--- config.mk ---
export PLATFORM = sky130hd
export DESIGN_NAME = prpi_div
export DESIGN_NICKNAME = d
export VERILOG_FILES = /design/src/prpi_pkg.sv /design/src/prpi_div.sv
export SDC_FILE = /design/constraint.sdc
export NUM_CORES = 1
export LEC_CHECK = 0
export BUFFER_PORTS_ARGS = -buffer_cell sky130_fd_sc_hd__buf_4
export CAP_MARGIN = 20
export CORE_UTILIZATION = 55
export DETAILED_ROUTE_END_ITERATION = 8
export PLACE_DENSITY = 0.89
export REMOVE_ABC_BUFFERS = 1
export SYNTH_ARGS = -nofsm -noshare
export SYNTH_HDL_FRONTEND = slang
export SYNTH_SLANG_ARGS = --single-unit
--- constraint.sdc ---
create_clock -name clk -period 3.4 [get_ports clk]
set_input_delay 0.34 -clock clk [delete_from_list [all_inputs] [get_ports clk]]
set_output_delay 0.34 -clock clk [all_outputs]
set_load 0.05 [all_outputs]
--- src/prpi_pkg.sv ---
// shared types, codes and helpers for the periodic rate profile integrator
package prpi_pkg;

	localparam int unsigned TIME_W  = 40;
	localparam int unsigned WORK_W  = 48;
	localparam int unsigned DUR_W   = 24;
	localparam int unsigned RATE_W  = 16;
	localparam int unsigned START_W = 30;
	localparam int unsigned PREF_W  = 46;
	localparam int unsigned DVD_W   = 49;
	localparam int unsigned MULX_W  = 50;
	localparam int unsigned CMD_W   = 3;
	localparam int unsigned STAT_W  = 3;

	localparam logic [CMD_W-1:0] CMD_CLEAR  = 3'd0;
	localparam logic [CMD_W-1:0] CMD_APPEND = 3'd1;
	localparam logic [CMD_W-1:0] CMD_INTEG  = 3'd2;
	localparam logic [CMD_W-1:0] CMD_SOLVE  = 3'd3;
	localparam logic [CMD_W-1:0] CMD_RATE   = 3'd4;

	localparam logic [STAT_W-1:0] ST_OK       = 3'd0;
	localparam logic [STAT_W-1:0] ST_REVERSED = 3'd1;
	localparam logic [STAT_W-1:0] ST_FULL     = 3'd2;
	localparam logic [STAT_W-1:0] ST_ZERO     = 3'd3;
	localparam logic [STAT_W-1:0] ST_OVF      = 3'd4;

	typedef enum logic [3:0] {
		S_IDLE, S_DISP, S_APP2, S_DIV_B, S_DIV_A, S_MUL_DQ, S_SCAN_RD, S_SCAN_CMP,
		S_FETCH, S_FETCH_W, S_DIV_W, S_DIV_C, S_DIV_F, S_MUL_N, S_DONE
	} prpi_state_t;

	typedef enum logic [2:0] {
		STEP_PWB, STEP_PWA, STEP_RATE, STEP_SOLVE_PW, STEP_OFFSET
	} prpi_step_t;

	typedef struct packed {
		logic              done;
		logic [DVD_W-1:0]  quot;
		logic [PREF_W-1:0] rem;
	} prpi_div_res_t;

	typedef struct packed {
		logic              done;
		logic              ovf;
		logic [WORK_W-1:0] prod;
	} prpi_mul_res_t;

	typedef struct packed {
		logic [WORK_W-1:0] value;
		logic [STAT_W-1:0] status;
	} prpi_res_t;

	// saturate a wide result to 48 bits
	function automatic prpi_res_t sat48(input logic [55:0] x);
		prpi_res_t r;
		if (|x[55:48]) begin
			r.value  = '1;
			r.status = ST_OVF;
		end else begin
			r.value  = x[47:0];
			r.status = ST_OK;
		end
		return r;
	endfunction

endpackage

--- src/prpi_div.sv ---
// restoring serial divider, one quotient bit per cycle
module prpi_div (
	input  logic                       clk,
	input  logic                       arst_n,
	input  logic                       start,
	input  logic [prpi_pkg::DVD_W-1:0]  dividend,
	input  logic [prpi_pkg::PREF_W-1:0] divisor,
	output prpi_pkg::prpi_div_res_t     res
);
	import prpi_pkg::*;

	logic              busy_q;
	logic              done_q;
	logic [5:0]        cnt_q;
	logic [DVD_W-1:0]  quo_q;
	logic [PREF_W-1:0] rem_q;
	logic [PREF_W-1:0] dvs_q;
	logic [PREF_W:0]   trial;
	logic              fits;

	assign trial = {rem_q, quo_q[DVD_W-1]};
	assign fits  = trial >= {1'b0, dvs_q};

	always_ff @(posedge clk or negedge arst_n) begin
		if (!arst_n) begin
			busy_q <= 1'b0;
			done_q <= 1'b0;
			cnt_q  <= '0;
		end else if (start) begin
			busy_q <= 1'b1;
			done_q <= 1'b0;
			cnt_q  <= 6'(DVD_W);
		end else if (busy_q) begin
			cnt_q <= cnt_q - 6'd1;
			if (cnt_q == 6'd1) begin
				busy_q <= 1'b0;
				done_q <= 1'b1;
			end
		end
	end

	always_ff @(posedge clk) begin
		if (start) begin
			quo_q <= dividend;
			rem_q <= '0;
			dvs_q <= divisor;
		end else if (busy_q) begin
			quo_q <= {quo_q[DVD_W-2:0], fits};
			rem_q <= fits ? PREF_W'(trial - {1'b0, dvs_q}) : trial[PREF_W-1:0];
		end
	end

	assign res.done = done_q;
	assign res.quot = quo_q;
	assign res.rem  = rem_q;

endmodule

==> flow_metrics.py, run 1 <==
metrics = {
    "die": {
        "die-area_mm2": 0.0163,
        "die_y_um": 128,
        "std_cell_rows": 45,
        "coreArea_mm2": 0.0153,
        "die_w_um": 128,
        "start_util_pct": 56.6,
        "ios": 194,
    },
    "timing": {
        "period_minus_slack_ns": 3.24,
        "max-slew-margin-rel_pct": 39.3,
        "slew_viol_final": 0,
        "setup_violations": 0,
        "post-route-period-util_pct": 95.2,
        "finalHoldViolations": 0,
        "max_freq_ghz": 0.309,
        "finClkSkew_ns": 0.0128,
        "holdWs_ns": 0.0791,
        "worst_slew_pin_slew_ns": 0.911,
        "finalWorstSetupSlack_ns": 0.162,
    },
    "synth": {
        "yosys.area_share.simple_pct": 12.8,
        "synth_compound_area_share_pct": 17.1,
        "synthXorXnorAreaFrac_pct": 4.54,
        "synth.area.mux_share_pct": 7.30,
        "ys_ff_latch": 149,
        "synth_edf_count": 95,
        "synth-main-ff-cell": "edfxtp_1",
        "synthTopCellsByCount": "nand2_1, edfxtp_1, nor2_1, a21oi_1, inv_1",
        "syn_avg_cell_area_um2": 9.74,
        "synth_top_area_share_pct": 32.9,
        "async_flop_share_pct": 5.37,
        "synth_cells": 890,
        "synthAdderAreaFrac_pct": 7.16,
        "yosys-top-cells-area": "edfxtp_1, dfxtp_1, ha_1",
        "synth.largest_area_cell": "edfxtp_1",
        "synth_cell_type_count": 61,
        "yosysMostFrequentCell": "nand2_1",
        "synth_top_family_by_area": "compound AO/OA/AOI/OAI gates",
        "syn-cell-area_mm2": 0.00867,
        "yosysWarningCount": 0,
        "yosysSeqAreaShare_pct": 45.8,
    },
    "setup_path": {
        "cp-end-kind": "flop",
        "worstSetupPathType": "reg2reg",
        "cp.required_ns": 3.74,
        "crit_fanout": 4,
        "crit_path_start_kind": "flop",
        "cp.arrival_ns": 3.57,
        "r2r_slack_ns": 0.16,
    },
    "pwr": {
        "p_leak_nw": 4.84,
        "pwr_density_cell_mw_per_mm2": 858,
        "peakVddDrop_v": 0.000493,
    },
    "routing": {
        "viasPerCell": 5.82,
        "drc": 0,
        "num_vias": 7656,
        "final_antenna_net_count": 0,
        "drt_wl_total_mm": 23.1,
        "drt-initial-drc-count": 605,
        "wl_per_cell_um": 17.5,
        "first_pass_iters": 7,
    },
    "placed_design": {
        "dp_hpwl_mm": 16.2,
        "placed_area_mm2": 0.0104,
        "dpl.cell_count": 1274,
        "dp_slack_ns": 0.156,
        "io_buffers": 193,
        "gp_congestion": 0.950,
    },
    "final_layout": {
        "fin_nets": 1240,
        "design_area_mm2": 0.0112,
        "instances_no_fill": 1316,
        "final_layout_size_suffix_gt1_share_pct": 30.0,
        "post-route-util_pct": 73.0,
        "area_delta_synth_final_pct": 28.9,
        "fillers": 1097,
        "diodes": 0,
    },
    "clocking": {
        "cts_buffers": 17,
        "clk_transition_reported_paths_ns": 0.07,
        "worstSkewPairLatency_ns": 0.43,
        "cts_sinks": 149,
        "cts-htree-levels": 4,
        "cts.path.max_buffers": 2,
        "cts_tree": "built",
        "cts_root_buf": "clkbuf_16",
    },
    "global_routing": {
        "grt_pass1_wl_mm": 36.6,
        "grtUsageTotal_pct": 28.7,
        "antenna_found_initial": 0,
        "grt_pass1_vias": 7528,
        "grt_max_degree": 86,
        "grt-ovfl-total": 0,
    },
    "run_status": {
        "run_status": "finished clean",
    },
    "min_path": {
        "min_path_type": "in2reg",
    },
    "flow_run": {
        "maxCapViolCount": 0,
    },
}
==> stage by stage <==
stage	setup TNS (ns)	total power [mW]
final	0	9.59
after global routing	-0.0528	10.1
after CTS	0	9.38
after detailed placement	0	7.43
after global placement	0	7.35
after floorplan	-33.43	5.96
==> cells in the final DEF, fill, tap and decap left out, types with 4 or more instances in the layout <==
master / synthesis / routed
buf_4: 1 / 229
nand2_1: 106 / 105
edfxtp_1: 95 / 95
nor2_1: 81 / 81
a21oi_1: 72 / 71
inv_1: 66 / 66
mux2_2: 50 / 50
ha_1: 48 / 47
dfxtp_1: 46 / 46
o21ai_0: 36 / 36
xnor2_1: 32 / 32
a311oi_1: 26 / 26
a211oi_1: 23 / 22
clkbuf_16: 0 / 17
xor2_1: 13 / 13
nand4_1: 12 / 12
o21bai_1: 12 / 12
a21o_1: 10 / 10
nand3_1: 10 / 10
mux2i_1: 7 / 7
dfrtp_1: 8 / 7
and3_1: 6 / 6
nand2b_1: 6 / 6
nor3_1: 6 / 6
or3_1: 6 / 5
o21a_1: 6 / 5
and2_1: 4 / 4
o211ai_1: 4 / 4
nor4_1: 4 / 4
a31oi_1: 5 / 4
nor2b_1: 4 / 4
inv_6: 0 / 4
==> state kept, by name (all words and copies together) (netlist names) <==
| register | cells |
|---|---|
| done_q | 1 |
| rem_q | 46 |
| quo_q | 49 |
| dvs_q | 46 |
| busy_q | 1 |
| cnt_q | 6 |
==> routing by layer <==
metal / part of all wire [%] / vias up / GRT usage (%)
li1: - / 3629 / -
met1: 41 / 3622 / 34.3
met2: 49 / 364 / 48.7
met3: 8.1 / 41 / 8.33
met4: 2.6 / 0 / 11.8
met5: 0 / - / 0
==> layout make-up <==
cell class	count	area, um^2	share of cell area [%]
well taps	211	264	2.36
flip-flops and latches	149	3980	35.6
inverters	67	251	2.25
repair buffers	233	1790	16.0
multi-input cells	625	4300	38.5
clock inverters	14	165	1.48
clock buffers	17	425	3.81
==> cell families (layout without fill, tap and decap cells) <==
group,count (synthesis),count (layout)
buffers and inverters,116,331
XOR/XNOR,45,45
flip-flops,149,149
multiplexers,57,57
AND/OR/NAND/NOR,252,252
adder cells (fa/ha/maj),49,49
AO/OA/AOI/OAI,222,222
==> worst max-delay path: stages (launching register included) <==
cell and delay [ns]:
edfxtp_1 0.32, inv_1 0.04, ha_1 0.32, nand4_4 0.13, or3_4 0.39, or4_1 0.56, a31oi_2 0.17, nor3b_2 0.09
o31ai_4 0.26, a221oi_2 0.11, nor3_1 0.16, mux2_2 0.35, a311oi_1 0.24
==> report_power, final <==
| part | switching (mW) | internal, mW |
|---|---|---|
| clock network | 0.808 | 1.10 |
| registers | 0.331 | 2.29 |
| logic | 3.15 | 1.91 |
| total | 4.29 | 5.30 |
==> final timing paths <==
path / startpoint / endpoint / cells after the start
max: dvs_q[20] / rem_q[38] / 12
min: divisor[27] / dvs_q[27] / 1
max reg2reg: dvs_q[20] / rem_q[38] / 12
min reg2reg: rem_q[16] / rem_q[17] / 2
max in group asynchronous: arst_n / busy_q / 2
min in group asynchronous: arst_n / busy_q / 2
==> repair_timing <==
action / CTS / global route
buffers inserted: 0 / 10
setup endpoints to repair: 0 / 40
endpoints found under the hold margin: 8 / 0
hold buffers: 1 / 0
resized for setup: 0 / 10
Power figures use the tool's default switching activity.
==> run 2: changes to the inputs <==
- CORE_UTILIZATION: 55 -> 50
- CTS_CLUSTER_SIZE: not set -> 24
- PLACE_DENSITY: 0.89 -> 0.86
- SKIP_CTS_REPAIR_TIMING: not set -> 1
- clock period: 3.4 -> 2.7 ns (I/O delays scaled with it)
==> run 2 against run 1 <==
Effect of this change:
- via count is 18% higher
- largest power group unchanged
- sequential power rose by 23%
- routed wire length rose by 32%
- critical path depth unchanged
- clock-buffer cell count unchanged
- register-to-register slack got worse by 0.65 ns
- non-clock buffer count is 208 higher
- the run now ends with setup timing left
- sequential share of layout area shrank 6.3 points
- combinational power grew 90%
- total power is 61% higher
- worst setup slack got worse by 0.65 ns
==> flow_metrics.py, run 2 (synthesis results as in run 1) <==
metrics = {
    "run_status": {
        "run_status": "complete, but fails checks",
        "violations": "setup timing",
    },
    "final_layout": {
        "instances_no_fill": 1534,
        "final_common_cell": "buf_4",
        "largest_register": "quo_q",
        "largest_register_ffs": 49,
        "final_cell_mix": "buf_4, nand2_1, edfxtp_1, nor2_1, inv_1",
        "fillers": 920,
        "diodes": 0,
        "fin_nets": 1448,
        "final_layout_size_suffix_gt1_share_pct": 45.7,
        "reg_top3": "quo_q (49), dvs_q (46), rem_q (46)",
        "area_delta_synth_final_pct": 56.7,
    },
    "clocking": {
        "cts_buffers": 17,
        "cts.path.max_buffers": 2,
        "worstSkewPairLatency_ns": 0.44,
        "cts-htree-levels": 4,
        "clk_transition_reported_paths_ns": 0.07,
        "cts_root_buf": "clkbuf_16",
        "cts_sinks": 149,
        "cts_tree": "built",
    },
    "pwr": {
        "peakVddDrop_v": 0.000671,
        "p_switching_mw": 6.69,
        "p_leak_nw": 6.05,
        "internal_power_mw": 8.73,
        "switching_share_pct": 43.4,
        "pwr_density_cell_mw_per_mm2": 1130,
        "clkPwrFrac_pct": 16.9,
        "pwr-share-comb_pct": 62.2,
        "seq_power_share_pct": 20.9,
    },
    "timing": {
        "post-route-period-util_pct": 118,
        "slew_viol_final": 0,
        "period_minus_slack_ns": 3.18,
        "worst_slew_pin_slew_ns": 0.807,
        "finClkSkew_ns": 0.0109,
        "holdWs_ns": 0.00619,
        "max-slew-margin-rel_pct": 46.2,
        "finalWorstSetupSlack_ns": -0.484,
        "max_freq_ghz": 0.314,
        "grt_setup_unrepaired": "true",
        "finalHoldViolations": 0,
        "setup_violations": 45,
    },
    "placed_design": {
        "dp_slack_ns": -0.579,
        "dpl.cell_count": 1453,
        "gp_congestion": 0.900,
        "dp_hpwl_mm": 19.0,
        "io_buffers": 193,
    },
    "global_routing": {
        "antenna_found_initial": 0,
        "groute.layer.met1.usage_pct": 33.6,
        "grt_pass1_vias": 8306,
        "grt_max_degree": 64,
        "grtUsageTotal_pct": 28.7,
        "grtUsageMet3_pct": 7.53,
        "grt_pass1_wl_mm": 40.2,
        "grt-ovfl-total": 0,
        "busiest_layer": "met2",
        "met2_usage_pct": 51.0,
    },
    "flow_run": {
        "maxCapViolCount": 0,
    },
    "setup_path": {
        "worstSetupPathType": "reg2reg",
        "r2r-start": "dvs_q[23]",
        "r2r_cells": 12,
        "crit_end": "rem_q[38]",
        "crit_fanout": 3,
        "cp-end-kind": "flop",
        "crit-reg2reg-capture": "rem_q[38]",
        "slowest_stage": "or4_4",
        "cp.required_ns": 3.04,
        "cp.arrival_ns": 3.53,
        "critPathMaxStageDelay_ns": 0.50,
        "setup.worst_path.start": "dvs_q[23]",
        "crit_path_start_kind": "flop",
        "r2r_slack_ns": -0.48,
        "crit_path_cell_trace": "inv_1, ha_1, nand2_1, or3_4, or4_4, a31oi_4, nor3b_4, o31ai_4, a221oi_4, nor3_2, mux2_4, a311oi_1",
    },
    "routing": {
        "drc": 0,
        "drt_wl_total_mm": 30.5,
        "final_antenna_net_count": 0,
        "drt-initial-drc-count": 1017,
        "first_pass_iters": 5,
        "viasPerCell": 5.90,
        "num_vias": 9057,
        "wl_per_cell_um": 19.9,
    },
    "die": {
        "die_y_um": 134,
        "coreArea_mm2": 0.0168,
        "die-area_mm2": 0.0179,
        "std_cell_rows": 47,
        "ios": 194,
        "start_util_pct": 51.7,
        "die_w_um": 134,
    },
    "min_path": {
        "min_path_type": "in2reg",
        "hold_depth": 1,
    },
}
==> run 2: cell count changes in the layout (fill, tap and decap cells not counted), moves of 15 or more <==
cell,before,now
ha_1,47,30
ha_4,1,16
buf_4,229,398
a21oi_1,71,54
o21ai_0,36,21
dlygate4sd3_1,1,24
==> run 2: stage by stage <==
stage | utilization (%) | power [mW] | instance area, um^2 | TNS [ns]
after detailed placement | 70.1 | 10.9 | 11700 | -20.39
after global placement | 70.1 | 10.7 | 11700 | -16.80
after floorplan | - | 7.51 | 8460 | -95.90
after CTS | 73.9 | 13.6 | 12400 | -20.39
final | 81.1 | 15.4 | 13600 | -9.82
after global routing | 81.1 | 16.0 | 13600 | -16.31
==> run 2: metal layers <==
layer	part of all wire [%]	routed length (um)
met1	37	11200
met5	0	0
met4	4.1	1240
met3	8.7	2660
met2	50	15400
==> run 2: area by class of cell <==
cell class	instances	area, um^2	share of cell area (%)
well taps	220	275	2.03
clock inverters	15	209	1.54
clock buffers	17	425	3.13
multi-input cells	625	4900	36.0
flip-flops and latches	149	3980	29.2
repair buffers	441	3560	26.2
inverters	67	251	1.85
==> run 2: critical path, delay by kind of cell (launching register included) <==
family	cells	cell delay (ns)
and+or+nand+nor	5	1.23
adders and majority gates	1	0.29
DFF	1	0.33
buffers and inverters	1	0.04
AOI/OAI and AO/OA	4	0.89
muxes	1	0.33
==> run 2: worst min-delay path by stage <==
stage,start,to,slack [ns]
global placement,arst_n,cnt_q[3],0.09
CTS,arst_n,done_q,-0.37
detailed placement,arst_n,done_q,0.1
global route,divisor[26],dvs_q[26],-0.0002
finish,divisor[26],dvs_q[26],0.006
floorplan,arst_n,busy_q,-0.03
==> run 2: power groups by stage <==
stage                     sequential, mW  clock [mW]  combinational (mW)
after floorplan                     4.52           0                2.99
after CTS                           3.15        2.63                7.80
final                               3.22        2.61                9.59
after global routing                3.27        2.71                10.1
after global placement              3.16           0                7.57
after detailed placement            3.19           0                7.73
==> run 3: changes to the inputs <==
- CORE_UTILIZATION: 50 -> 30
- PLACE_DENSITY: 0.86 -> 0.59
==> run 3 against run 2 <==
Effect of this change:
- largest cell class unchanged
- sequential power fell by 2%
- highest routed layer unchanged
- utilization fell by 34 points
- the flow still finishes with violations (setup timing)
- total power fell by 6.1%
- global-route usage fell by 11 points
==> flow_metrics.py, run 3 (synthesis results as in run 1) <==
metrics = {
    "run_status": {
        "run_status": "complete, but fails checks",
        "violations": "setup timing",
    },
    "timing": {
        "max_freq_ghz": 0.313,
        "fin_tns_setup_ns": -10.57,
        "post-route-period-util_pct": 118,
        "setup_violations": 47,
        "finalHoldViolations": 0,
        "finalWorstSetupSlack_ns": -0.491,
        "slew_viol_final": 0,
        "holdWs_ns": 0.0138,
        "period_minus_slack_ns": 3.19,
        "finClkSkew_ns": 0.0133,
        "max-slew-margin-rel_pct": 49.1,
        "worst_slew_pin_slew_ns": 0.763,
        "grt_setup_unrepaired": "true",
    },
    "final_layout": {
        "fillers": 2725,
        "final_cell_mix": "buf_4, edfxtp_1, nand2_1, nor2_1, inv_1",
        "fin_nets": 1399,
        "largest_register_ffs": 49,
        "post-route-util_pct": 47.1,
        "final_common_cell": "buf_4",
        "seq_area_mm2": 0.00398,
        "largest_register": "quo_q",
        "multi_input_area_mm2": 0.00480,
        "area_delta_synth_final_pct": 52.4,
        "diodes": 0,
        "final_layout_size_suffix_gt1_share_pct": 45.0,
        "reg_top3": "quo_q (49), dvs_q (46), rem_q (46)",
        "design_area_mm2": 0.0132,
    },
    "setup_path": {
        "crit_fanout": 3,
        "setup.worst_path.start": "dvs_q[19]",
        "cp-end-kind": "flop",
        "crit_path_start_kind": "flop",
        "r2r-start": "dvs_q[19]",
        "crit_path_cell_trace": "inv_2, ha_4, nand4_4, or3_4, or4_4, a31oi_4, nor3b_4, o31ai_4, a221oi_4, nor3_2, mux2_4, a311oi_1",
        "critPathMaxStageDelay_ns": 0.51,
        "critical-path-top-delay-family": "simple AND/OR/NAND/NOR gates",
        "worstSetupPathType": "reg2reg",
        "cp_num_buf_inv": 1,
        "cp.required_ns": 3.03,
        "slowest_stage": "or4_4",
        "cp.arrival_ns": 3.52,
    },
    "routing": {
        "num_vias": 7921,
        "viasPerCell": 4.82,
        "drt_wl_total_mm": 27.2,
        "drc": 0,
        "first_pass_iters": 5,
        "drt-initial-drc-count": 428,
        "wl_per_cell_um": 16.6,
        "final_antenna_net_count": 0,
    },
    "pwr": {
        "p_total_mw": 14.5,
        "p_leak_nw": 5.89,
        "switching_share_pct": 43.2,
        "pwr_density_cell_mw_per_mm2": 1100,
        "p_switching_mw": 6.26,
        "clkPwrFrac_pct": 16.4,
        "seq_power_share_pct": 21.8,
        "internal_power_mw": 8.23,
        "peakVddDrop_v": 0.000401,
        "pwr-share-comb_pct": 61.7,
    },
    "die": {
        "die_w_um": 172,
        "ios": 194,
        "die_y_um": 172,
        "start_util_pct": 30.9,
        "std_cell_rows": 61,
        "die-area_mm2": 0.0296,
        "coreArea_mm2": 0.0281,
    },
    "placed_design": {
        "dp_hpwl_mm": 19.3,
        "io_buffers": 193,
        "gp_congestion": 0.879,
        "placed_area_mm2": 0.0118,
    },
    "global_routing": {
        "grtUsageTotal_pct": 17.5,
        "grt-ovfl-total": 0,
        "grt_max_degree": 142,
        "grt_pass1_wl_mm": 40.4,
        "antenna_found_initial": 0,
        "grt_pass1_vias": 7822,
    },
    "min_path": {
        "min_path_type": "in2reg",
        "min_from": "divisor[29]",
    },
    "clocking": {
        "cts-htree-levels": 4,
        "cts_buffers": 17,
        "cts_sinks": 149,
        "cts.path.max_buffers": 2,
        "cts_root_buf": "clkbuf_16",
        "cts_tree": "built",
        "worstSkewPairLatency_ns": 0.43,
        "clk_transition_reported_paths_ns": 0.07,
    },
    "flow_run": {
        "maxCapViolCount": 0,
    },
}
## run 3: cell count changes in the layout (fill, tap and decap cells not counted), sizes merged
cell	change
bufinv	-2
dlygate4sd3	-23
buf	-26
clkinv	+4
clkinvlp	+1
inv	-3
## run 3: final cells by class
| type | instances | area share [%] |
|---|---|---|
| multi-input cells | 625 | 36.3 |
| flip-flops and latches | 149 | 30.1 |
| repair buffers | 392 | 23.8 |
| inverters | 67 | 1.90 |
| clock inverters | 15 | 1.08 |
| well taps | 378 | 3.58 |
| clock buffers | 17 | 3.22 |
## run 3: worst reg2reg max path, delay by kind of cell (launching register included)
family	cells	cell delay (ns)
flip-flops	1	0.35
multiplexers	1	0.32
AO/OA/AOI/OAI	4	0.85
adder cells (fa/ha/maj)	1	0.27
AND/OR/NAND/NOR	5	1.26
buffers and inverters	1	0.05
## run 3: power by group through the flow
stage | clock network [mW] | registers [mW] | logic, mW
after floorplan | 0 | 4.52 | 2.99
after global placement | 0 | 3.17 | 7.58
after detailed placement | 0 | 3.18 | 7.61
after CTS | 2.42 | 3.14 | 7.67
after global routing | 2.52 | 3.22 | 9.58
final | 2.38 | 3.16 | 8.94
## run 3: through the flow
step | setup slack [ns] | instances
floorplan | -1.38 | 841
global route | -0.586 | 1643
CTS | -0.646 | 1628
finish | -0.491 | 1643
global placement | -0.512 | 1596
detailed placement | -0.588 | 1596
## run 3: per-layer routing
| metal | global-route usage, % | share of wire, % | vias up |
|---|---|---|---|
| li1 | - | - | 3933 |
| met1 | 22.3 | 45 | 3750 |
| met2 | 28.9 | 48 | 212 |
| met3 | 4.60 | 6.2 | 26 |
| met4 | 5.19 | 1.3 | 0 |
| met5 | 0 | 0 | - |
## run 3: worst paths after layout
path / depth (start not counted) / slack (ns) / endpoint
min in group asynchronous: 2 / 0.22 / cnt_q[4]
worst min-delay path: 1 / 0.01 / dvs_q[29]
worst max register to register: 12 / -0.49 / rem_q[38]
max in group asynchronous: 2 / 2.33 / busy_q
worst max-delay path: 12 / -0.49 / rem_q[38]
worst min register to register: 2 / 0.52 / done_q
