### config.mk
export PLATFORM = sky130hd
export DESIGN_NAME = prpi_mul
export DESIGN_NICKNAME = d
export VERILOG_FILES = /design/src/prpi_pkg.sv /design/src/prpi_mul.sv
export SDC_FILE = /design/constraint.sdc
export NUM_CORES = 1
export LEC_CHECK = 0
export BUFFER_PORTS_ARGS = -buffer_cell sky130_fd_sc_hd__buf_4
export CORE_MARGIN = 8
export CORE_UTILIZATION = 60
export CTS_BUF_LIST = sky130_fd_sc_hd__clkbuf_16
export DETAILED_ROUTE_END_ITERATION = 16
export PLACE_DENSITY = 0.84
export RECOVER_POWER = 100
export SETUP_SLACK_MARGIN = 0.5
export SLEW_MARGIN = 20
export SYNTH_ARGS = -nofsm -noshare
export SYNTH_HDL_FRONTEND = slang
export SYNTH_SLANG_ARGS = --single-unit
export TNS_END_PERCENT = 5
### constraint.sdc
create_clock -name clk -period 8.03 [get_ports clk]
set_clock_uncertainty 0.05 [all_clocks]
set_input_delay 1.606 -clock clk [delete_from_list [all_inputs] [get_ports clk]]
set_output_delay 1.606 -clock clk [all_outputs]
set_load 0.02 [all_outputs]
### src/prpi_pkg.sv
// shared types, codes and helpers for the periodic rate profile integrator
package prpi_pkg;

	localparam int unsigned TIME_W  = 40;
	localparam int unsigned WORK_W  = 48;
	localparam int unsigned DUR_W   = 24;
	localparam int unsigned RATE_W  = 16;
	localparam int unsigned START_W = 30;
	localparam int unsigned PREF_W  = 46;
	localparam int unsigned DVD_W   = 49;
	localparam int unsigned MULX_W  = 50;
	localparam int unsigned CMD_W   = 3;
	localparam int unsigned STAT_W  = 3;

	localparam logic [CMD_W-1:0] CMD_CLEAR  = 3'd0;
	localparam logic [CMD_W-1:0] CMD_APPEND = 3'd1;
	localparam logic [CMD_W-1:0] CMD_INTEG  = 3'd2;
	localparam logic [CMD_W-1:0] CMD_SOLVE  = 3'd3;
	localparam logic [CMD_W-1:0] CMD_RATE   = 3'd4;

	localparam logic [STAT_W-1:0] ST_OK       = 3'd0;
	localparam logic [STAT_W-1:0] ST_REVERSED = 3'd1;
	localparam logic [STAT_W-1:0] ST_FULL     = 3'd2;
	localparam logic [STAT_W-1:0] ST_ZERO     = 3'd3;
	localparam logic [STAT_W-1:0] ST_OVF      = 3'd4;

	typedef enum logic [3:0] {
		S_IDLE, S_DISP, S_APP2, S_DIV_B, S_DIV_A, S_MUL_DQ, S_SCAN_RD, S_SCAN_CMP,
		S_FETCH, S_FETCH_W, S_DIV_W, S_DIV_C, S_DIV_F, S_MUL_N, S_DONE
	} prpi_state_t;

	typedef enum logic [2:0] {
		STEP_PWB, STEP_PWA, STEP_RATE, STEP_SOLVE_PW, STEP_OFFSET
	} prpi_step_t;

	typedef struct packed {
		logic              done;
		logic [DVD_W-1:0]  quot;
		logic [PREF_W-1:0] rem;
	} prpi_div_res_t;

	typedef struct packed {
		logic              done;
		logic              ovf;
		logic [WORK_W-1:0] prod;
	} prpi_mul_res_t;

	typedef struct packed {
		logic [WORK_W-1:0] value;
		logic [STAT_W-1:0] status;
	} prpi_res_t;

	// saturate a wide result to 48 bits
	function automatic prpi_res_t sat48(input logic [55:0] x);
		prpi_res_t r;
		if (|x[55:48]) begin
			r.value  = '1;
			r.status = ST_OVF;
		end else begin
			r.value  = x[47:0];
			r.status = ST_OK;
		end
		return r;
	endfunction

endpackage

### src/prpi_mul.sv
// shift-add serial multiplier with 48-bit overflow detect
module prpi_mul (
	input  logic                        clk,
	input  logic                        arst_n,
	input  logic                        start,
	input  logic [prpi_pkg::MULX_W-1:0] x,
	input  logic [prpi_pkg::PREF_W-1:0] y,
	output prpi_pkg::prpi_mul_res_t     res
);
	import prpi_pkg::*;

	logic              busy_q;
	logic              done_q;
	logic              ovf_q;
	logic [5:0]        cnt_q;
	logic [MULX_W-1:0] x_q;
	logic [PREF_W-1:0] y_q;
	logic [MULX_W-1:0] acc_q;
	logic [MULX_W-1:0] nacc;

	assign nacc = {acc_q[MULX_W-2:0], 1'b0} + (x_q[MULX_W-1] ? MULX_W'(y_q) : '0);

	always_ff @(posedge clk or negedge arst_n) begin
		if (!arst_n) begin
			busy_q <= 1'b0;
			done_q <= 1'b0;
			cnt_q  <= '0;
		end else if (start) begin
			busy_q <= 1'b1;
			done_q <= 1'b0;
			cnt_q  <= 6'(MULX_W);
		end else if (busy_q) begin
			cnt_q <= cnt_q - 6'd1;
			if (cnt_q == 6'd1) begin
				busy_q <= 1'b0;
				done_q <= 1'b1;
			end
		end
	end

	always_ff @(posedge clk) begin
		if (start) begin
			x_q   <= x;
			y_q   <= y;
			acc_q <= '0;
			ovf_q <= 1'b0;
		end else if (busy_q) begin
			x_q <= {x_q[MULX_W-2:0], 1'b0};
			// once past 48 bits the product only grows, so the flag sticks
			if (!ovf_q) begin
				if (|nacc[MULX_W-1:WORK_W]) begin
					ovf_q <= 1'b1;
				end else begin
					acc_q <= nacc;
				end
			end
		end
	end

	assign res.done = done_q;
	assign res.ovf  = ovf_q;
	assign res.prod = acc_q[WORK_W-1:0];

endmodule

==> tab_implementation.tex, run 1 <==
\begin{tabular}{lr}
\hline
Metric & Value \\
\hline
\multicolumn{2}{l}{\textbf{Global route}} \\
\quad First-pass GRT wire length & 35500 µm \\
\quad Overall track demand over capacity in global routing & 22.3\% \\
\quad Via count of the first global-routing pass & 7168 \\
\quad Total congestion overflow & 0 \\
\quad Pin count of the biggest net entering global routing & 81 \\
\quad Initial antenna violation count & 0 \\
\multicolumn{2}{l}{\textbf{Power}} \\
\quad P\_leak & 0.00421 µW \\
\quad Worst VDD drop & 201 µV \\
\quad Total power per unit cell area & 280 nW/µm² \\
\quad Total design power & 2920 µW \\
\multicolumn{2}{l}{\textbf{Routing}} \\
\quad Routed vias/inst & 6.05 \\
\quad Top sig layer & met4 \\
\quad Met3 layer wire length in the routed design & 1820 µm \\
\quad Routed Antenna Nets & 0 \\
\quad Met2 wirelength from detailed routing & 10200 µm \\
\quad Violation count after the first detailed-route iteration & 533 \\
\quad Routed length on met1 & 9250 µm \\
\quad Remaining routing DRC violations & 0 \\
\quad Average wire per cell in the routed design & 18.7 µm \\
\quad Final wirelength & 21800 µm \\
\quad Total number of vias & 7025 \\
\quad Drt first pass iters & 5 \\
\multicolumn{2}{l}{\textbf{STA}} \\
\quad Share of the cycle needed by the critical path after routing & 73.9\% \\
\quad Setup repair after global routing missed its margin & false \\
\quad Setup TNS Final & 0 ps \\
\quad Worst-Margin Slew & 3830 ps \\
\quad Count of final hold-check violations & 0 \\
\quad Achievable Freq & 168 MHz \\
\quad Final Max Slew Viols & 178 \\
\quad Slew HR & -156\% \\
\quad Crit path time final & 5940 ps \\
\quad Final setup fails & 0 \\
\multicolumn{2}{l}{\textbf{Worst setup path}} \\
\quad WP buf/inv & 2 \\
\quad Worst EP arrival & 5910 ps \\
\quad Class of the most critical setup path & input pin to flop \\
\quad CP max stage delay & 2640 ps \\
\quad Top fanout value on the critical path & 78 \\
\quad Category of cells accounting for the largest share of critical-path delay & buffers and inverters \\
\quad Crit start category & input pin \\
\quad Kind of end point of the critical path & flop \\
\quad Critical path data required time & 8010 ps \\
\quad Cell with the largest stage delay on the worst path & sky130\_fd\_sc\_hd\_\_clkbuf\_1 \\
\quad Cells along the critical path & clkbuf\_1 > nor2\_1 > inv\_1 \\
\multicolumn{2}{l}{\textbf{Finish}} \\
\quad Final cell area excluding filler cells & 10400 µm² \\
\quad Share of post-route cells with drive strength above 1 & 19.6\% \\
\quad Final standard cell utilization of the core & 68.9\% \\
\quad Commonest non-fill, non-tap cells in the layout & 96 x sky130\_fd\_sc\_hd\_\_edfxtp\_1, 73 x sky130\_fd\_sc\_hd\_\_nand2\_1, 55 x sky130\_fd\_sc\_hd\_\_buf\_4, 53 x sky130\_fd\_sc\_hd\_\_clkbuf\_1, 50 x sky130\_fd\_sc\_hd\_\_dfxtp\_1 \\
\quad Net total in the final layout & 1108 \\
\quad Number of cells in the finished layout apart from fillers & 1162 \\
\quad Most common library cell in the layout ignoring fill and taps & sky130\_fd\_sc\_hd\_\_edfxtp\_1 \\
\quad Total inserted antenna cells & 0 \\
\quad Layout Area Growth over Synthesis & 12.3\% \\
\multicolumn{2}{l}{\textbf{Clock network}} \\
\quad CTS tree & done \\
\quad CTS sink count & 154 \\
\quad Clock transition at the registers of the reported paths & 70 ps \\
\quad Post-cts resize count & 0 \\
\quad Hold-fix buffers, CTS & 0 \\
\quad Clock network latency to the later pin of the worst-skew pair & 440 ps \\
\quad H-tree Lvls & 4 \\
\quad Number of buffers added by the clock tree synthesis step & 17 \\
\quad Largest buffer count on any clock path & 2 \\
\quad CTS root buf & sky130\_fd\_sc\_hd\_\_clkbuf\_16 \\
\quad Setup Fix Bufs, Post-CTS & 0 \\
\multicolumn{2}{l}{\textbf{Synthesis}} \\
\quad Post-synth top area cell & sky130\_fd\_sc\_hd\_\_edfxtp\_1 \\
\quad Prevailing post-synth register cell & sky130\_fd\_sc\_hd\_\_edfxtp\_1 \\
\quad Sequential cell area fraction in the yosys report & 44.0\% \\
\quad Synthesized netlist net count & 1041 \\
\quad Number of warning messages in the yosys log & 0 \\
\quad Syn Inst Count & 894 \\
\quad Post-synthesis cell area & 9290 µm² \\
\quad Cell types with the largest area share after synthesis & sky130\_fd\_sc\_hd\_\_edfxtp\_1 31\%, sky130\_fd\_sc\_hd\_\_dfxtp\_1 11\%, sky130\_fd\_sc\_hd\_\_ha\_1 6.3\% \\
\quad Mean cell area of the mapped netlist & 10.4 µm² \\
\quad Flip-flop and latch count after synthesis & 154 \\
\quad Async set or reset register ratio after synthesis & 5.19\% \\
\quad Yosys top cell area share & 31.0\% \\
\quad Number of enable-type register cells in the synthesized netlist & 96 \\
\quad Number of unique standard cell types used by synthesis & 70 \\
\multicolumn{2}{l}{\textbf{Floorplan}} \\
\quad Die outline area & 19700 µm² \\
\quad Die Height & 140 µm \\
\quad Floorplan core area & 15100 µm² \\
\quad Die X & 140 µm \\
\quad Total I/O pin count & 149 \\
\quad Initial standard-cell utilization of the core & 61.3\% \\
\quad Floorplan row count & 45 \\
\multicolumn{2}{l}{\textbf{Job}} \\
\quad Max capacitance violation total & 3 \\
\multicolumn{2}{l}{\textbf{Worst hold path}} \\
\quad Path category of the worst min-delay check & flop to flop \\
\multicolumn{2}{l}{\textbf{Status}} \\
\quad Status & finished with violations \\
\quad Failing checks & max-capacitance violations, max-slew violations \\
\multicolumn{2}{l}{\textbf{Placement}} \\
\quad Gpl congestion & 0.898 \\
\quad Number of cells in the design after placement & 1130 \\
\quad Total half-perimeter wirelength after legalization and detailed placement & 15200 µm \\
\quad Post-detailed-placement cell area & 10100 µm² \\
\quad Number of input and output port buffers inserted & 148 \\
\hline
\end{tabular}
## power breakdown
| part | internal (µW) | switching [µW] | leakage [µW] | total, µW |
|---|---|---|---|---|
| Combinational | 406 | 637 | 0.00244 | 1040 |
| Sequential | 978 | 102 | 0.00148 | 1080 |
| Clock | 419 | 378 | 0.000290 | 797 |
## worst reg2reg max path: stages (launching register included)
cell	delay, ps
sky130_fd_sc_hd__edfxtp_1	360
sky130_fd_sc_hd__buf_4	260
sky130_fd_sc_hd__and2_0	200
sky130_fd_sc_hd__ha_1	410
sky130_fd_sc_hd__and4_1	280
sky130_fd_sc_hd__and4_1	260
sky130_fd_sc_hd__nand4_1	130
sky130_fd_sc_hd__a211oi_1	250
sky130_fd_sc_hd__o21ai_0	160
sky130_fd_sc_hd__a31oi_1	490
sky130_fd_sc_hd__a311o_1	1100
sky130_fd_sc_hd__and3_1	820
sky130_fd_sc_hd__buf_4	580
sky130_fd_sc_hd__o31ai_1	160
## layer usage
layer | up-vias | track usage [%]
li1 | 3374 | -
met1 | 3369 | 26.7
met2 | 240 | 36.3
met3 | 42 | 7.54
met4 | 0 | 9.03
met5 | - | 0
## stage by stage
stage	setup WS, ps	hold slack, ps
final	2090	438
after global routing	1560	463
after CTS	3220	446
after detailed placement	3280	428
after global placement	2930	422
after floorplan	4050	400
## area by class of cell
| class | count | area (µm²) |
|---|---|---|
| Fill cell | 1199 | 4710 |
| Clock inverter | 15 | 170 |
| Clock buffer | 17 | 425 |
| Sequential cell | 154 | 4080 |
| Timing Repair Buffer | 154 | 957 |
| Tap cell | 188 | 235 |
| Multi-Input combinational cell | 617 | 4500 |
| Inverter | 17 | 63.8 |
## sequential cells by signal, summed over array words and instances (netlist names)
| register | count |
|---|---|
| acc_q | 49 |
| busy_q | 1 |
| x_q | 50 |
| done_q | 1 |
| y_q | 46 |
| ovf_q | 1 |
| cnt_q | 6 |
## cells by family after synthesis
kind of cell	synth area share (%)
AOI/OAI and AO/OA	13.9
xor gates and xnor gates	4.06
adders and majority gates	6.55
buffers and inverters	7.42
DFF	44.0
muxes	8.31
and+or+nand+nor	15.8
## cell usage after synthesis, types with 17 or more instances
| cell | number |
|---|---|
| sky130_fd_sc_hd__clkbuf_1 | 35 |
| sky130_fd_sc_hd__and2_1 | 50 |
| sky130_fd_sc_hd__ha_1 | 47 |
| sky130_fd_sc_hd__mux2_2 | 49 |
| sky130_fd_sc_hd__a21o_1 | 20 |
| sky130_fd_sc_hd__o21ai_0 | 22 |
| sky130_fd_sc_hd__a21oi_1 | 41 |
| sky130_fd_sc_hd__nand4_1 | 37 |
| sky130_fd_sc_hd__nor2b_1 | 28 |
| sky130_fd_sc_hd__mux2i_1 | 22 |
| sky130_fd_sc_hd__nand2_1 | 73 |
| sky130_fd_sc_hd__nor2_1 | 26 |
| sky130_fd_sc_hd__buf_4 | 50 |
| sky130_fd_sc_hd__dfxtp_1 | 50 |
| sky130_fd_sc_hd__edfxtp_1 | 96 |
| sky130_fd_sc_hd__xnor2_1 | 28 |
| sky130_fd_sc_hd__o31ai_1 | 23 |
| sky130_fd_sc_hd__inv_1 | 17 |
## final timing paths
path | start | to | slack [ps] | cells after the start
max | start | x_q[45] | 2090 | 3
min | acc_q[7] | acc_q[7] | 440 | 2
max reg2reg | x_q[49] | acc_q[33] | 2260 | 13
min reg2reg | acc_q[7] | acc_q[7] | 440 | 2
max in group asynchronous | arst_n | busy_q | 6560 | 1
min in group asynchronous | arst_n | done_q | 1040 | 1
(Power assumes the default switching activity.)
==> run 2: changes to the inputs <==
CORE_UTILIZATION = 58   (was 60)
PLACE_DENSITY = 0.82   (was 0.84)
clock period = 5.7 ns   (was 8.03 ns; I/O delays follow)
==> run 2 against run 1 <==
The flow still finishes with violations (max-capacitance violations, max-slew violations). Setup slack worse by 1400 ps. Register-to-register slack got worse by 1500 ps. Global-route usage is 1.1 points lower. Total power increased by 43%. Critical endpoint is now acc_q[3]. Largest cell class unchanged.
==> tab_implementation.tex, run 2 (synthesis gave the netlist of run 1 again) <==
\begin{tabular}{lr}
\hline
Metric & Value \\
\hline
\multicolumn{2}{l}{\textbf{Global route}} \\
\quad Via count of the first global-routing pass & 6866 \\
\quad Overall track demand over capacity in global routing & 21.2\% \\
\quad Pin count of the biggest net entering global routing & 111 \\
\quad First-pass GRT wire length & 34400 µm \\
\quad Initial antenna violation count & 0 \\
\quad Total congestion overflow & 0 \\
\multicolumn{2}{l}{\textbf{Placement}} \\
\quad Gpl congestion & 0.920 \\
\quad Number of input and output port buffers inserted & 148 \\
\quad Post-detailed-placement cell area & 10100 µm² \\
\quad Total half-perimeter wirelength after legalization and detailed placement & 15000 µm \\
\multicolumn{2}{l}{\textbf{Floorplan}} \\
\quad Die X & 143 µm \\
\quad Die Height & 143 µm \\
\quad Floorplan row count & 46 \\
\quad Die outline area & 20300 µm² \\
\quad Total I/O pin count & 149 \\
\quad Floorplan core area & 15800 µm² \\
\quad Initial standard-cell utilization of the core & 58.9\% \\
\multicolumn{2}{l}{\textbf{Worst hold path}} \\
\quad Path category of the worst min-delay check & flop to flop \\
\multicolumn{2}{l}{\textbf{Clock network}} \\
\quad Clock transition at the registers of the reported paths & 70 ps \\
\quad Clock network latency to the later pin of the worst-skew pair & 430 ps \\
\quad H-tree Lvls & 4 \\
\quad CTS root buf & sky130\_fd\_sc\_hd\_\_clkbuf\_16 \\
\quad CTS tree & done \\
\quad Largest buffer count on any clock path & 2 \\
\quad CTS sink count & 154 \\
\quad Hold-fix buffers, CTS & 0 \\
\quad Number of buffers added by the clock tree synthesis step & 17 \\
\quad Setup Fix Bufs, Post-CTS & 0 \\
\quad Post-cts resize count & 0 \\
\multicolumn{2}{l}{\textbf{Routing}} \\
\quad Routed Antenna Nets & 0 \\
\quad Final wirelength & 21400 µm \\
\quad Average wire per cell in the routed design & 18.0 µm \\
\quad Violation count after the first detailed-route iteration & 552 \\
\quad Drt first pass iters & 6 \\
\quad Routed vias/inst & 5.82 \\
\quad Total number of vias & 6937 \\
\quad Remaining routing DRC violations & 0 \\
\multicolumn{2}{l}{\textbf{Finish}} \\
\quad Reg with most FFs & x\_q \\
\quad Final cell area excluding filler cells & 10500 µm² \\
\quad Final standard cell utilization of the core & 66.6\% \\
\quad Total inserted antenna cells & 0 \\
\quad Largest register FFs & 50 \\
\quad Share of post-route cells with drive strength above 1 & 19.9\% \\
\quad Commonest non-fill, non-tap cells in the layout & 96 x sky130\_fd\_sc\_hd\_\_edfxtp\_1, 73 x sky130\_fd\_sc\_hd\_\_nand2\_1, 57 x sky130\_fd\_sc\_hd\_\_buf\_4, 51 x sky130\_fd\_sc\_hd\_\_clkbuf\_1, 50 x sky130\_fd\_sc\_hd\_\_dfxtp\_1 \\
\quad Most common library cell in the layout ignoring fill and taps & sky130\_fd\_sc\_hd\_\_edfxtp\_1 \\
\quad Net total in the final layout & 1110 \\
\quad Leading registers by flop count & x\_q (50), acc\_q (49), y\_q (46) \\
\quad Layout Area Growth over Synthesis & 13.1\% \\
\multicolumn{2}{l}{\textbf{STA}} \\
\quad Final Max Slew Viols & 162 \\
\quad Setup repair after global routing missed its margin & false \\
\quad Setup TNS Final & 0 ps \\
\quad Count of final hold-check violations & 0 \\
\quad Slew HR & -63.8\% \\
\quad Worst-Margin Slew & 2460 ps \\
\quad Crit path time final & 4980 ps \\
\quad Share of the cycle needed by the critical path after routing & 87.3\% \\
\quad Final setup fails & 0 \\
\quad Achievable Freq & 201 MHz \\
\multicolumn{2}{l}{\textbf{Power}} \\
\quad Worst VDD drop & 266 µV \\
\quad Clock network fraction of total power & 28.4\% \\
\quad Total internal power & 2590 µW \\
\quad Total power per unit cell area & 396 nW/µm² \\
\quad Sw Pwr & 1570 µW \\
\quad Comb pwr share & 35.2\% \\
\quad Part of the power in registers & 36.5\% \\
\quad Switching Share & 37.7\% \\
\quad P\_leak & 0.00423 µW \\
\multicolumn{2}{l}{\textbf{Status}} \\
\quad Failing checks & max-capacitance violations, max-slew violations \\
\quad Status & finished with violations \\
\multicolumn{2}{l}{\textbf{Job}} \\
\quad Max capacitance violation total & 2 \\
\multicolumn{2}{l}{\textbf{Worst setup path}} \\
\quad Crit start category & flop \\
\quad Kind of end point of the critical path & flop \\
\quad Worst EP arrival & 5230 ps \\
\quad Class of the most critical setup path & flop to flop \\
\quad Top fanout value on the critical path & 28 \\
\quad Critical path data required time & 5950 ps \\
\hline
\end{tabular}
==> run 2: cell count changes in the layout (fill, tap and decap cells not counted), moves of 2 or more <==
cell,previous run,this run
sky130_fd_sc_hd__clkinv_4,3,0
sky130_fd_sc_hd__clkbuf_1,53,51
sky130_fd_sc_hd__buf_4,55,57
sky130_fd_sc_hd__clkbuf_2,0,2
sky130_fd_sc_hd__clkinv_8,3,5
==> run 2: per-layer routing <==
layer | vias to the layer above | global-route usage, % | routed length (µm)
met2 | 249 | 34.8 | 9960
li1 | 3372 | - | -
met5 | - | 0 | 0
met4 | 0 | 6.66 | 450
met1 | 3284 | 25.4 | 8940
met3 | 32 | 7.72 | 2050
==> run 2: path summary, 6_finish.rpt <==
check	from	endpoint	slack [ps]	depth (start not counted)
max	x_q[49]	acc_q[3]	720	13
min reg2reg	acc_q[38]	acc_q[38]	440	2
min in group asynchronous	arst_n	cnt_q[3]	570	1
max reg2reg	x_q[49]	acc_q[3]	720	13
min	acc_q[38]	acc_q[38]	440	2
max in group asynchronous	arst_n	busy_q	4710	1
==> run 2: layout make-up <==
cell class              count  area, µm²
multi-input cells         617       4480
clock buffers              17        425
well taps                 216        270
fillers                  1310       5270
inverters                  17       63.8
repair buffers            156        975
clock inverters            15        203
flip-flops and latches    154       4080
==> run 2: metrics by stage <==
stage	hold slack (ps)	setup WS [ps]	instances	total power [µW]
floorplan	400	1830	894	2770
global placement	420	1210	1160	3060
detailed placement	432	1030	1160	3090
CTS	443	1030	1192	4280
global route	471	406	1192	4380
finish	438	724	1192	4160
==> run 2: power groups by stage <==
stage	Clock (µW)	Combinational [µW]	Sequential (µW)
CTS	1200	1560	1520
finish	1180	1460	1520
global placement	0	1520	1540
detailed placement	0	1550	1540
floorplan	0	1280	1480
global route	1240	1600	1540
==> run 2: worst max-delay path, stage by stage (launching register included) <==
cell and delay [ps]:
sky130_fd_sc_hd__edfxtp_1 750, sky130_fd_sc_hd__buf_4 340, sky130_fd_sc_hd__and2_1 160, sky130_fd_sc_hd__ha_1 310, sky130_fd_sc_hd__a21oi_1 210, sky130_fd_sc_hd__a21boi_0 280
sky130_fd_sc_hd__o22ai_1 140, sky130_fd_sc_hd__or4_1 570, sky130_fd_sc_hd__o21ai_0 290, sky130_fd_sc_hd__a31oi_1 280, sky130_fd_sc_hd__a311o_1 430, sky130_fd_sc_hd__and3_2 470
sky130_fd_sc_hd__buf_4 320, sky130_fd_sc_hd__a211oi_1 230
==> run 3: changes to the inputs <==
RECOVER_POWER = 50   (was 100)
==> run 3 against run 2 <==
The run still ends with max-capacitance violations, max-slew violations left. First-iteration DRC count is 10% lower. Register-to-register slack better by 280 ps. Count of clock-buffer cells in the layout stayed put. Cell area is 1.1% higher. Non-clock buffer count stayed put. Largest power group unchanged.
==> tab_implementation.tex, run 3 (synthesis gave the netlist of run 1 again) <==
\begin{tabular}{lr}
\hline
Metric & Value \\
\hline
\multicolumn{2}{l}{\textbf{Status}} \\
\quad Status & finished with violations \\
\quad Failing checks & max-capacitance violations, max-slew violations \\
\multicolumn{2}{l}{\textbf{Routing}} \\
\quad Remaining routing DRC violations & 0 \\
\quad Routed Antenna Nets & 0 \\
\quad Total number of vias & 6874 \\
\quad Average wire per cell in the routed design & 17.9 µm \\
\quad Routed vias/inst & 5.77 \\
\quad Final wirelength & 21300 µm \\
\quad Drt first pass iters & 5 \\
\quad Violation count after the first detailed-route iteration & 497 \\
\multicolumn{2}{l}{\textbf{Worst setup path}} \\
\quad Critical path data required time & 5850 ps \\
\quad Crit start category & flop \\
\quad Cell with the most instances on the worst path & sky130\_fd\_sc\_hd\_\_a211oi\_1 \\
\quad Top fanout value on the critical path & 28 \\
\quad Worst EP arrival & 4850 ps \\
\quad Kind of end point of the critical path & flop \\
\quad WP buf/inv & 1 \\
\quad CP max stage delay & 740 ps \\
\quad Cells along the critical path & and2\_1 > ha\_1 > fa\_1 > a211oi\_1 > o21ai\_1 > o221ai\_1 > a21oi\_1 > and4bb\_1 > nor4b\_1 > o2111ai\_2 > and3\_2 > buf\_4 > a211oi\_1 \\
\quad Class of the most critical setup path & flop to flop \\
\quad Category of cells accounting for the largest share of critical-path delay & simple AND/OR/NAND/NOR gates \\
\quad Cell with the largest stage delay on the worst path & sky130\_fd\_sc\_hd\_\_and3\_2 \\
\multicolumn{2}{l}{\textbf{Clock network}} \\
\quad Post-cts resize count & 0 \\
\quad Largest buffer count on any clock path & 2 \\
\quad Clock network latency to the later pin of the worst-skew pair & 430 ps \\
\quad Number of buffers added by the clock tree synthesis step & 17 \\
\quad CTS root buf & sky130\_fd\_sc\_hd\_\_clkbuf\_16 \\
\quad H-tree Lvls & 4 \\
\quad CTS sink count & 154 \\
\quad CTS tree & done \\
\quad Clock transition at the registers of the reported paths & 70 ps \\
\quad Setup Fix Bufs, Post-CTS & 0 \\
\quad Hold-fix buffers, CTS & 0 \\
\multicolumn{2}{l}{\textbf{Job}} \\
\quad Max capacitance violation total & 1 \\
\multicolumn{2}{l}{\textbf{Finish}} \\
\quad Final cell area excluding filler cells & 10600 µm² \\
\quad Number of cells in the finished layout apart from fillers & 1192 \\
\quad Commonest non-fill, non-tap cells in the layout & 96 x sky130\_fd\_sc\_hd\_\_edfxtp\_1, 79 x sky130\_fd\_sc\_hd\_\_buf\_4, 73 x sky130\_fd\_sc\_hd\_\_nand2\_1, 50 x sky130\_fd\_sc\_hd\_\_and2\_1, 50 x sky130\_fd\_sc\_hd\_\_dfxtp\_1 \\
\quad Leading registers by flop count & x\_q (50), acc\_q (49), y\_q (46) \\
\quad Most common library cell in the layout ignoring fill and taps & sky130\_fd\_sc\_hd\_\_edfxtp\_1 \\
\quad Net total in the final layout & 1110 \\
\quad Reg with most FFs & x\_q \\
\quad Share of post-route cells with drive strength above 1 & 22.7\% \\
\quad Largest register FFs & 50 \\
\quad Layout Area Growth over Synthesis & 14.3\% \\
\quad Total inserted antenna cells & 0 \\
\multicolumn{2}{l}{\textbf{Floorplan}} \\
\quad Die X & 143 µm \\
\quad Floorplan core area & 15800 µm² \\
\quad Floorplan row count & 46 \\
\quad Die outline area & 20300 µm² \\
\quad Initial standard-cell utilization of the core & 58.9\% \\
\quad Total I/O pin count & 149 \\
\quad Die Height & 143 µm \\
\multicolumn{2}{l}{\textbf{Global route}} \\
\quad First-pass GRT wire length & 34400 µm \\
\quad Overall track demand over capacity in global routing & 21.2\% \\
\quad Via count of the first global-routing pass & 6866 \\
\quad Pin count of the biggest net entering global routing & 111 \\
\quad Initial antenna violation count & 0 \\
\quad Total congestion overflow & 0 \\
\multicolumn{2}{l}{\textbf{Power}} \\
\quad P\_leak & 0.00433 µW \\
\quad Worst VDD drop & 270 µV \\
\quad Total power per unit cell area & 397 nW/µm² \\
\multicolumn{2}{l}{\textbf{Placement}} \\
\quad Number of cells in the design after placement & 1160 \\
\quad Gpl congestion & 0.920 \\
\quad Setup slack after placement & 1030 ps \\
\quad Total half-perimeter wirelength after legalization and detailed placement & 15000 µm \\
\quad Post-detailed-placement cell area & 10100 µm² \\
\quad Number of input and output port buffers inserted & 148 \\
\multicolumn{2}{l}{\textbf{STA}} \\
\quad Setup repair after global routing missed its margin & false \\
\quad Count of final hold-check violations & 0 \\
\quad Setup TNS Final & 0 ps \\
\quad Final Max Slew Viols & 111 \\
\quad Worst-Margin Slew & 2450 ps \\
\quad Share of the cycle needed by the critical path after routing & 82.4\% \\
\quad Crit path time final & 4700 ps \\
\quad Achievable Freq & 213 MHz \\
\quad Smallest setup slack after layout & 1000 ps \\
\quad Slew HR & -63.3\% \\
\quad Final setup fails & 0 \\
\multicolumn{2}{l}{\textbf{Worst hold path}} \\
\quad Path category of the worst min-delay check & flop to flop \\
\hline
\end{tabular}
-- run 3: where the power goes --
part / switching [µW] / internal (µW)
clock network: 541 / 638
logic: 893 / 622
registers: 142 / 1380
-- run 3: metal layers --
metal  wire length (µm)  track usage (%)
met4                355             6.66
met2              10100             34.8
met1               8980             25.4
met3               1870             7.72
met5                  0                0
-- run 3: final timing paths --
kind	start	end	slack, ps	depth (start not counted)
max in group asynchronous	arst_n	cnt_q[4]	4720	1
hold reg to reg	acc_q[44]	acc_q[44]	440	2
hold / removal	acc_q[44]	acc_q[44]	440	2
min in group asynchronous	arst_n	cnt_q[1]	570	1
setup reg to reg	x_q[49]	acc_q[3]	1000	13
setup / recovery	x_q[49]	acc_q[3]	1000	13
-- run 3: layout make-up --
type	instances	area [µm²]
fillers	1283	5150
repair buffers	156	1060
clock buffers	17	425
well taps	216	270
flip-flops and latches	154	4080
clock inverters	15	203
multi-input cells	617	4520
inverters	17	63.8
-- run 3: tightest hold or removal path, stage by stage, from the launching register on --
cell                      delay (ps)
sky130_fd_sc_hd__dfxtp_1         330
sky130_fd_sc_hd__nand2_1          60
sky130_fd_sc_hd__mux2i_1          60
-- run 3: stage by stage --
step / total power, µW / hold slack (ps) / util (%)
2_1_floorplan: 2770 / 400 / -
3_3_place_gp: 3060 / 420 / 64.1
3_5_place_dp: 3090 / 432 / 64.1
4_1_cts: 4280 / 443 / 68.1
5_1_grt: 4440 / 471 / 67.3
6_report: 4210 / 438 / 67.3
